--- src/sv/s256h_pkg.sv ---
`default_nettype none

package s256h_pkg;

  localparam int unsigned DigestWords = 8;
  localparam int unsigned WindowWords = 16;
  localparam int unsigned Rounds = 64;

  localparam logic [5:0] FillLast = 6'd63;
  localparam logic [5:0] LenStart = 6'd56;
  localparam logic [5:0] RoundLast = 6'd63;
  localparam logic [2:0] WordLast = 3'd7;
  localparam logic [7:0] PadMarker = 8'h80;
  localparam logic [63:0] BitsPerByte = 64'd8;

  typedef logic [31:0] word_t;

  typedef enum logic [2:0] {
    ST_IDLE,
    ST_PAD,
    ST_ROUND,
    ST_FOLD,
    ST_EMIT
  } state_e;

  localparam word_t InitChain [DigestWords] = '{
    32'h6a09e667, 32'hbb67ae85, 32'h3c6ef372, 32'ha54ff53a,
    32'h510e527f, 32'h9b05688c, 32'h1f83d9ab, 32'h5be0cd19
  };

  function automatic word_t rotr(input word_t x, input int unsigned n);
    rotr = (x >> n) | (x << (32 - n));
  endfunction

  function automatic word_t big_sigma0(input word_t x);
    big_sigma0 = rotr(x, 2) ^ rotr(x, 13) ^ rotr(x, 22);
  endfunction

  function automatic word_t big_sigma1(input word_t x);
    big_sigma1 = rotr(x, 6) ^ rotr(x, 11) ^ rotr(x, 25);
  endfunction

  function automatic word_t small_sigma0(input word_t x);
    small_sigma0 = rotr(x, 7) ^ rotr(x, 18) ^ (x >> 3);
  endfunction

  function automatic word_t small_sigma1(input word_t x);
    small_sigma1 = rotr(x, 17) ^ rotr(x, 19) ^ (x >> 10);
  endfunction

  function automatic word_t round_k(input logic [5:0] r);
    word_t k;
    unique case (r)
      6'd0:  k = 32'h428a2f98;
      6'd1:  k = 32'h71374491;
      6'd2:  k = 32'hb5c0fbcf;
      6'd3:  k = 32'he9b5dba5;
      6'd4:  k = 32'h3956c25b;
      6'd5:  k = 32'h59f111f1;
      6'd6:  k = 32'h923f82a4;
      6'd7:  k = 32'hab1c5ed5;
      6'd8:  k = 32'hd807aa98;
      6'd9:  k = 32'h12835b01;
      6'd10: k = 32'h243185be;
      6'd11: k = 32'h550c7dc3;
      6'd12: k = 32'h72be5d74;
      6'd13: k = 32'h80deb1fe;
      6'd14: k = 32'h9bdc06a7;
      6'd15: k = 32'hc19bf174;
      6'd16: k = 32'he49b69c1;
      6'd17: k = 32'hefbe4786;
      6'd18: k = 32'h0fc19dc6;
      6'd19: k = 32'h240ca1cc;
      6'd20: k = 32'h2de92c6f;
      6'd21: k = 32'h4a7484aa;
      6'd22: k = 32'h5cb0a9dc;
      6'd23: k = 32'h76f988da;
      6'd24: k = 32'h983e5152;
      6'd25: k = 32'ha831c66d;
      6'd26: k = 32'hb00327c8;
      6'd27: k = 32'hbf597fc7;
      6'd28: k = 32'hc6e00bf3;
      6'd29: k = 32'hd5a79147;
      6'd30: k = 32'h06ca6351;
      6'd31: k = 32'h14292967;
      6'd32: k = 32'h27b70a85;
      6'd33: k = 32'h2e1b2138;
      6'd34: k = 32'h4d2c6dfc;
      6'd35: k = 32'h53380d13;
      6'd36: k = 32'h650a7354;
      6'd37: k = 32'h766a0abb;
      6'd38: k = 32'h81c2c92e;
      6'd39: k = 32'h92722c85;
      6'd40: k = 32'ha2bfe8a1;
      6'd41: k = 32'ha81a664b;
      6'd42: k = 32'hc24b8b70;
      6'd43: k = 32'hc76c51a3;
      6'd44: k = 32'hd192e819;
      6'd45: k = 32'hd6990624;
      6'd46: k = 32'hf40e3585;
      6'd47: k = 32'h106aa070;
      6'd48: k = 32'h19a4c116;
      6'd49: k = 32'h1e376c08;
      6'd50: k = 32'h2748774c;
      6'd51: k = 32'h34b0bcb5;
      6'd52: k = 32'h391c0cb3;
      6'd53: k = 32'h4ed8aa4a;
      6'd54: k = 32'h5b9cca4f;
      6'd55: k = 32'h682e6ff3;
      6'd56: k = 32'h748f82ee;
      6'd57: k = 32'h78a5636f;
      6'd58: k = 32'h84c87814;
      6'd59: k = 32'h8cc70208;
      6'd60: k = 32'h90befffa;
      6'd61: k = 32'ha4506ceb;
      6'd62: k = 32'hbef9a3f7;
      default: k = 32'hc67178f2;
    endcase
    round_k = k;
  endfunction

endpackage

`default_nettype wire

--- src/sv/s256h_in_if.sv ---
`default_nettype none

interface s256h_in_if;
  logic       valid;
  logic       ready;
  logic [7:0] data_byte;
  logic       has_byte;
  logic       end_of_message;

  modport source (output valid, output data_byte, output has_byte, output end_of_message,
                  input ready);
  modport sink (input valid, input data_byte, input has_byte, input end_of_message,
                output ready);
endinterface

`default_nettype wire

--- src/sv/s256h_out_if.sv ---
`default_nettype none

interface s256h_out_if;
  logic        valid;
  logic        ready;
  logic [31:0] digest_word;
  logic [2:0]  word_index;
  logic        last_word;

  modport source (output valid, output digest_word, output word_index, output last_word,
                  input ready);
  modport sink (input valid, input digest_word, input word_index, input last_word,
                output ready);
endinterface

`default_nettype wire

--- src/sv/sha256_stream_hasher.sv ---
// a request without end of message is taken while idle; each 64th byte starts a compression
// (64 rounds through the one round unit, then a fold into the chain)
// end of message: one pad byte per cycle up to the block end and a compression,
// twice when the length needs an extra block; then 8 digest words, one per accepted cycle
// reset loads the initial hash values and clears counters, flags and the sequencer;
// the schedule window and working variables are not reset
`default_nettype none

module sha256_stream_hasher import s256h_pkg::*; (
  input  wire          clk_i,
  input  wire          rst_ni,
  s256h_in_if.sink     in_if,
  s256h_out_if.source  out_if
);

  state_e state_q, state_d;
  state_e after_q, after_d;

  logic [5:0]  fill_q;
  logic [63:0] bits_q;
  logic [5:0]  round_q;
  logic [2:0]  idx_q;
  logic        mark_q;
  logic        len_q;

  word_t chain_q [DigestWords];
  word_t wv_q [DigestWords];
  word_t win_q [WindowWords];

  logic       in_acc;
  logic       out_acc;
  logic       len_now;
  logic       shift_en;
  logic [7:0] shift_byte;
  logic       mark_set;
  logic       len_set;
  logic       load_wv;
  logic       emit_done;
  logic [7:0] len_byte;

  word_t t1;
  word_t t2;
  word_t w_new;

  assign in_acc  = in_if.valid && in_if.ready;
  assign out_acc = out_if.valid && out_if.ready;
  assign len_now = mark_q && (len_q || (fill_q == LenStart));
  assign len_byte = 8'(bits_q >> {~fill_q[2:0], 3'b000});

  // next state
  always_comb begin
    state_d = state_q;
    after_d = after_q;
    unique case (state_q)
      ST_IDLE: begin
        if (in_acc) begin
          if (in_if.has_byte && (fill_q == FillLast)) begin
            state_d = ST_ROUND;
            after_d = in_if.end_of_message ? ST_PAD : ST_IDLE;
          end else if (in_if.end_of_message) begin
            state_d = ST_PAD;
          end
        end
      end
      ST_PAD: begin
        if (fill_q == FillLast) begin
          state_d = ST_ROUND;
          after_d = len_now ? ST_EMIT : ST_PAD;
        end
      end
      ST_ROUND: begin
        if (round_q == RoundLast) begin
          state_d = ST_FOLD;
        end
      end
      ST_FOLD: begin
        state_d = after_q;
      end
      ST_EMIT: begin
        if (out_acc && (idx_q == WordLast)) begin
          state_d = ST_IDLE;
        end
      end
      default: begin
        state_d = ST_IDLE;
      end
    endcase
  end

  // outputs and datapath controls
  always_comb begin
    shift_en   = 1'b0;
    shift_byte = '0;
    mark_set   = 1'b0;
    len_set    = 1'b0;
    emit_done  = 1'b0;
    unique case (state_q)
      ST_IDLE: begin
        shift_en   = in_acc && in_if.has_byte;
        shift_byte = in_if.data_byte;
      end
      ST_PAD: begin
        shift_en = 1'b1;
        if (!mark_q) begin
          shift_byte = PadMarker;
          mark_set   = 1'b1;
        end else if (len_now) begin
          shift_byte = len_byte;
          len_set    = 1'b1;
        end
      end
      ST_EMIT: begin
        emit_done = out_acc && (idx_q == WordLast);
      end
      default: begin
        shift_en = 1'b0;
      end
    endcase
  end

  assign load_wv = (state_d == ST_ROUND) && (state_q != ST_ROUND);

  assign in_if.ready        = (state_q == ST_IDLE);
  assign out_if.valid       = (state_q == ST_EMIT);
  assign out_if.digest_word = chain_q[idx_q];
  assign out_if.word_index  = idx_q;
  assign out_if.last_word   = (idx_q == WordLast);

  // shared round unit
  always_comb begin
    t1 = wv_q[7] + big_sigma1(wv_q[4]) + ((wv_q[4] & wv_q[5]) ^ (~wv_q[4] & wv_q[6]))
         + round_k(round_q) + win_q[0];
    t2 = big_sigma0(wv_q[0])
         + ((wv_q[0] & wv_q[1]) ^ (wv_q[0] & wv_q[2]) ^ (wv_q[1] & wv_q[2]));
    w_new = small_sigma1(win_q[14]) + win_q[9] + small_sigma0(win_q[1]) + win_q[0];
  end

  always_ff @(posedge clk_i or negedge rst_ni) begin
    if (!rst_ni) begin
      state_q <= ST_IDLE;
      after_q <= ST_IDLE;
      fill_q  <= '0;
      bits_q  <= '0;
      round_q <= '0;
      idx_q   <= '0;
      mark_q  <= 1'b0;
      len_q   <= 1'b0;
    end else begin
      state_q <= state_d;
      after_q <= after_d;
      if (shift_en) begin
        fill_q <= fill_q + 6'd1;
      end
      if (emit_done) begin
        bits_q <= '0;
      end else if (in_acc && in_if.has_byte) begin
        bits_q <= bits_q + BitsPerByte;
      end
      if (state_q == ST_ROUND) begin
        round_q <= round_q + 6'd1;
      end
      if (out_acc) begin
        idx_q <= idx_q + 3'd1;
      end
      if (emit_done) begin
        mark_q <= 1'b0;
        len_q  <= 1'b0;
      end else begin
        if (mark_set) begin
          mark_q <= 1'b1;
        end
        if (len_set) begin
          len_q <= 1'b1;
        end
      end
    end
  end

  always_ff @(posedge clk_i or negedge rst_ni) begin
    if (!rst_ni) begin
      chain_q <= InitChain;
    end else if (emit_done) begin
      chain_q <= InitChain;
    end else if (state_q == ST_FOLD) begin
      for (int i = 0; i < DigestWords; i++) begin
        chain_q[i] <= chain_q[i] + wv_q[i];
      end
    end
  end

  always_ff @(posedge clk_i) begin
    if (load_wv) begin
      wv_q <= chain_q;
    end else if (state_q == ST_ROUND) begin
      wv_q[7] <= wv_q[6];
      wv_q[6] <= wv_q[5];
      wv_q[5] <= wv_q[4];
      wv_q[4] <= wv_q[3] + t1;
      wv_q[3] <= wv_q[2];
      wv_q[2] <= wv_q[1];
      wv_q[1] <= wv_q[0];
      wv_q[0] <= t1 + t2;
    end
  end

  // message bytes shift in big-endian; during rounds the window shifts by words
  always_ff @(posedge clk_i) begin
    if (shift_en) begin
      for (int i = 0; i < WindowWords - 1; i++) begin
        win_q[i] <= {win_q[i][23:0], win_q[i+1][31:24]};
      end
      win_q[WindowWords-1] <= {win_q[WindowWords-1][23:0], shift_byte};
    end else if (state_q == ST_ROUND) begin
      for (int i = 0; i < WindowWords - 1; i++) begin
        win_q[i] <= win_q[i+1];
      end
      win_q[WindowWords-1] <= w_new;
    end
  end

  a_no_overlap: assert property (@(posedge clk_i) disable iff (!rst_ni)
    !(in_if.ready && out_if.valid))
    else $error("input and output sides active together");

  a_round_idle: assert property (@(posedge clk_i) disable iff (!rst_ni)
    (state_q != ST_ROUND) |-> (round_q == '0))
    else $error("round counter not cleared outside compression");

  a_len_after_mark: assert property (@(posedge clk_i) disable iff (!rst_ni)
    len_q |-> mark_q)
    else $error("length bytes without pad marker");

  a_reinit: assert property (@(posedge clk_i) disable iff (!rst_ni)
    emit_done |=> (state_q == ST_IDLE) && (fill_q == '0) && (bits_q == '0) && !mark_q)
    else $error("message state not reinitialised after digest");

endmodule

`default_nettype wire
--- src/flat_wrapper.sv ---
// flat-port wrapper written by rule: the top's interface ports become plain ports
module sha256_stream_hasher_flat import s256h_pkg::*;
  (clk_i, rst_ni, in_if_valid, in_if_data_byte, in_if_has_byte, in_if_end_of_message, in_if_ready, out_if_valid, out_if_digest_word, out_if_word_index, out_if_last_word, out_if_ready);
  s256h_in_if in_if_i ();
  s256h_out_if out_if_i ();
  input  wire clk_i;
  input  wire rst_ni;
  input wire logic [$bits(in_if_i.valid)-1:0] in_if_valid;
  input wire logic [$bits(in_if_i.data_byte)-1:0] in_if_data_byte;
  input wire logic [$bits(in_if_i.has_byte)-1:0] in_if_has_byte;
  input wire logic [$bits(in_if_i.end_of_message)-1:0] in_if_end_of_message;
  output wire logic [$bits(in_if_i.ready)-1:0] in_if_ready;
  output wire logic [$bits(out_if_i.valid)-1:0] out_if_valid;
  output wire logic [$bits(out_if_i.digest_word)-1:0] out_if_digest_word;
  output wire logic [$bits(out_if_i.word_index)-1:0] out_if_word_index;
  output wire logic [$bits(out_if_i.last_word)-1:0] out_if_last_word;
  input wire logic [$bits(out_if_i.ready)-1:0] out_if_ready;
  assign in_if_i.valid = in_if_valid;
  assign in_if_i.data_byte = in_if_data_byte;
  assign in_if_i.has_byte = in_if_has_byte;
  assign in_if_i.end_of_message = in_if_end_of_message;
  assign in_if_ready = in_if_i.ready;
  assign out_if_valid = out_if_i.valid;
  assign out_if_digest_word = out_if_i.digest_word;
  assign out_if_word_index = out_if_i.word_index;
  assign out_if_last_word = out_if_i.last_word;
  assign out_if_i.ready = out_if_ready;
  sha256_stream_hasher u_core (.clk_i(clk_i), .rst_ni(rst_ni), .in_if(in_if_i), .out_if(out_if_i));
endmodule
--- config.mk ---
export PLATFORM = sky130hd
export DESIGN_NAME = sha256_stream_hasher_flat
export DESIGN_NICKNAME = d
export VERILOG_FILES = /design/src/sv/s256h_pkg.sv /design/src/sv/s256h_in_if.sv /design/src/sv/s256h_out_if.sv /design/src/sv/sha256_stream_hasher.sv /design/src/flat_wrapper.sv
export SDC_FILE = /design/constraint.sdc
export NUM_CORES = 2
export LEC_CHECK = 0
export BUFFER_PORTS_ARGS = -buffer_cell sky130_fd_sc_hd__buf_4
export CELL_PAD_IN_SITES_DETAIL_PLACEMENT = 1
export CELL_PAD_IN_SITES_GLOBAL_PLACEMENT = 1
export CORE_ASPECT_RATIO = 0.7
export CORE_MARGIN = 5
export CORE_UTILIZATION = 52
export CTS_CLUSTER_SIZE = 10
export DETAILED_ROUTE_END_ITERATION = 6
export PLACE_DENSITY_LB_ADDON = 0.1
export SYNTH_ARGS = -nofsm -noshare
export SYNTH_HDL_FRONTEND = slang
export SYNTH_SLANG_ARGS = --single-unit
--- constraint.sdc ---
create_clock -name clk_i -period 28.8 [get_ports clk_i]
set_input_delay 1.44 -clock clk_i [delete_from_list [all_inputs] [get_ports clk_i]]
set_output_delay 1.44 -clock clk_i [all_outputs]
set_load 0.01 [all_outputs]
==> results.json <==
{
  "antenna_found_initial": 12,
  "synthDistinctLibCells": 93,
  "dr_wl_met3_um": 26100,
  "ant_nets": 0,
  "grt_pass1_wl_um": 398000,
  "synth_xor_area_share_pct": 7.28,
  "yosys.area_share.simple_pct": 13.6,
  "cp.arrival_ns": 11.20,
  "core_area_mm2": 0.143,
  "setup_tns_ns": 0,
  "status": "finished, final reports clean",
  "synth_seq_cells": 1107,
  "hold_viol_final": 0,
  "min_period_over_period_pct": 37.1,
  "grt_pass1_vias": 59600,
  "synth_edf_count": 768,
  "dp_hpwl_um": 197000,
  "r2r_cells": 32,
  "synth_top_area_cell": "edfxtp_1",
  "grt.overflow.total": 0,
  "drc": 0,
  "dieArea_mm2": 0.152,
  "synth_common_cells": "nand2_1 (1469), edfxtp_1 (768), a21oi_1 (487)",
  "synth_most_common_cell": "nand2_1",
  "grtUsageTotal_pct": 34.7,
  "initial_core_util_pct": 52.3,
  "via_count": 59900,
  "drt_first_iter_violations": 6971,
  "wl_met1_um": 128000,
  "hold_depth": 1,
  "async_flop_share_pct": 30.6,
  "cap_violations": 0,
  "synthAdderAreaFrac_pct": 12.2,
  "slowest_delay_ns": 0.79,
  "clk_latency_ns": 0.81,
  "ys_seq_area_share_pct": 42.3,
  "period_needed_ns": 10.69,
  "crit_buf_inv": 4,
  "fillers": 15500,
  "ctsResizeCount": 0,
  "synth_compound_area_share_pct": 12.9,
  "crit_cells": 32,
  "crit_type": "flop to flop",
  "num_io_pins": 52,
  "synth_area_leaders": "edfxtp_1 (31%), nand2_1 (7.4%), dfrtp_1 (6.8%), ha_1 (6.6%), fa_1 (5.2%)",
  "tritoncts": "done",
  "avgViaCountPerCell": 6.42,
  "io_buffers": 51,
  "ys.flop_type": "edfxtp_1",
  "wl_per_cell_um": 28.8,
  "hold_buffers": 0,
  "path_max_fanout": 18,
  "drt_wl_total_um": 269000,
  "end_kind": "flop",
  "hp-class": "flop to flop",
  "synth_top_family_by_area": "simple AND/OR/NAND/NOR gates",
  "rsz0062_at_grt": "no",
  "finClkSkew_ns": 0.0525,
  "syn_to_final_growth_pct": 7.99,
  "layout.nets": 7959,
  "rows": 116,
  "clkSlewWorstSetupHoldPaths_ns": 0.06,
  "max_freq_mhz": 93.5,
  "cp_slowest_cell": "dfrtp_1",
  "cts_sinks": 1107,
  "htree_levels": 4,
  "place_congestion": 0.959,
  "setup_violations": 0,
  "worstMarginPinSlew_ns": 1.37,
  "synth.net_count": 8101,
  "critPathLaunchType": "flop",
  "cts_buffers": 132,
  "required_ns": 29.30,
  "cts-root-buf": "clkbuf_16",
  "relSlewSlack_pct": 7.32,
  "dr.pass1.iters": 5,
  "synth_cells": 7494,
  "synth_top_area_share_pct": 30.8,
  "grt_max_degree": 200,
  "dr_wl_met2_um": 110000,
  "highest_layer": "met5",
  "drive_gt1_share_pct": 12.3,
  "netlist_area_mm2": 0.0749,
  "cp_top_family": "adder cells",
  "ys_warn_count": 0,
  "die_w_um": 464,
  "postCtsSetupRepairBufs": 0,
  "dieHeight_um": 328,
  "slew_violations": 0,
  "clock_path_buffers": 3,
  "synth_mux_area_share_pct": 8.13,
  "postSynthAreaPerCell_um2": 10.0
}
-- logic make-up (layout without fill, tap and decap cells) --
kind of cell	count (synthesis)	in the layout
AND/OR/NAND/NOR	2394	2394
AO/OA/AOI/OAI	1581	1581
flip-flops	1107	1107
buffers and inverters	711	659
XOR/XNOR	623	623
adder cells (fa/ha/maj)	617	617
multiplexers	461	461
other	0	2
-- worst paths after layout --
check | start | to | slack (ns)
worst max-delay path | u_core.round_q[0]$_DFFE_PN0P_ | u_core.wv_q[251]$_DFFE_PP_ | 18.11
worst max register to register | u_core.round_q[0]$_DFFE_PN0P_ | u_core.wv_q[251]$_DFFE_PP_ | 18.11
worst min register to register | u_core.fill_q[5]$_DFFE_PN0P_ | u_core.fill_q[5]$_DFFE_PN0P_ | 0.48
max in group asynchronous | rst_ni | u_core.round_q[4]$_DFFE_PN0P_ | 25.32
worst min-delay path | u_core.fill_q[5]$_DFFE_PN0P_ | u_core.fill_q[5]$_DFFE_PN0P_ | 0.48
min in group asynchronous | rst_ni | u_core.chain_q[190]$_DFFE_PN0P_ | 0.65
-- flip-flops by register name (all words and copies together) (netlist names) --
signal / cells
u_core.round_q: 6
u_core.fill_q: 6
u_core.chain_q: 256
u_core.bits_q: 61
u_core.after_q: 2
u_core.wv_q: 256
u_core.len_q: 1
u_core.win_q: 512
u_core.out_if.word_index: 3
u_core.mark_q: 1
u_core.state_q: 3
-- area by class of cell --
cell class / instances / area (µm²) / area share, %
Tap cell: 1888 / 2360 / 2.92
Antenna cell: 2 / 5.00 / 0.00619
Timing Repair Buffer: 130 / 1050 / 1.29
Sequential cell: 1107 / 31700 / 39.2
Clock inverter: 20 / 347 / 0.428
Clock buffer: 204 / 3670 / 4.53
Multi-Input combinational cell: 5676 / 40600 / 50.2
Inverter: 305 / 1140 / 1.42
-- stage by stage --
step	cell area, µm²	utilization (%)	worst slack [ns]	cells	hold slack [ns]
detailed placement	76900	53.7	18.40	9106	0.466
global placement	76900	53.7	18.51	9106	0.456
finish	80900	56.5	18.11	9332	0.481
CTS	80900	56.5	18.34	9330	0.478
global route	80900	56.5	17.62	9330	0.501
floorplan	74900	-	7.81	7494	0.438
-- cells in the final DEF (no fill, tap or decap), types with 15 or more instances in the layout --
cell,instances
buf_4,124
dfstp_2,136
a21oi_1,487
mux4_2,84
o311ai_0,15
o21bai_1,43
edfxtp_1,768
o21ai_0,478
mux2_2,340
o31ai_1,38
nor2b_1,43
clkbuf_16,135
o21a_1,51
xor2_1,248
ha_1,398
maj3_1,24
nand2b_1,73
or2_2,15
nor3_1,90
dfrtp_1,198
clkbuf_1,66
a21o_1,181
nor2_1,367
mux2i_1,37
xnor2_1,375
o211ai_1,29
nand3_1,147
o22ai_1,15
and3_1,43
a31oi_1,41
or3_1,39
nand4_1,30
nand2_1,1466
a211oi_1,45
and2_1,26
inv_1,299
fa_1,195
-- layer usage --
metal	vias to the layer above	GRT usage (%)
li1	26100	-
met5	-	0
met2	2573	48.7
met3	308	7.56
met4	2	6.82
met1	30900	54.9
Power is not shown: default switching activity piles up to over one toggle a cycle in this logic, so the estimate is an artifact.
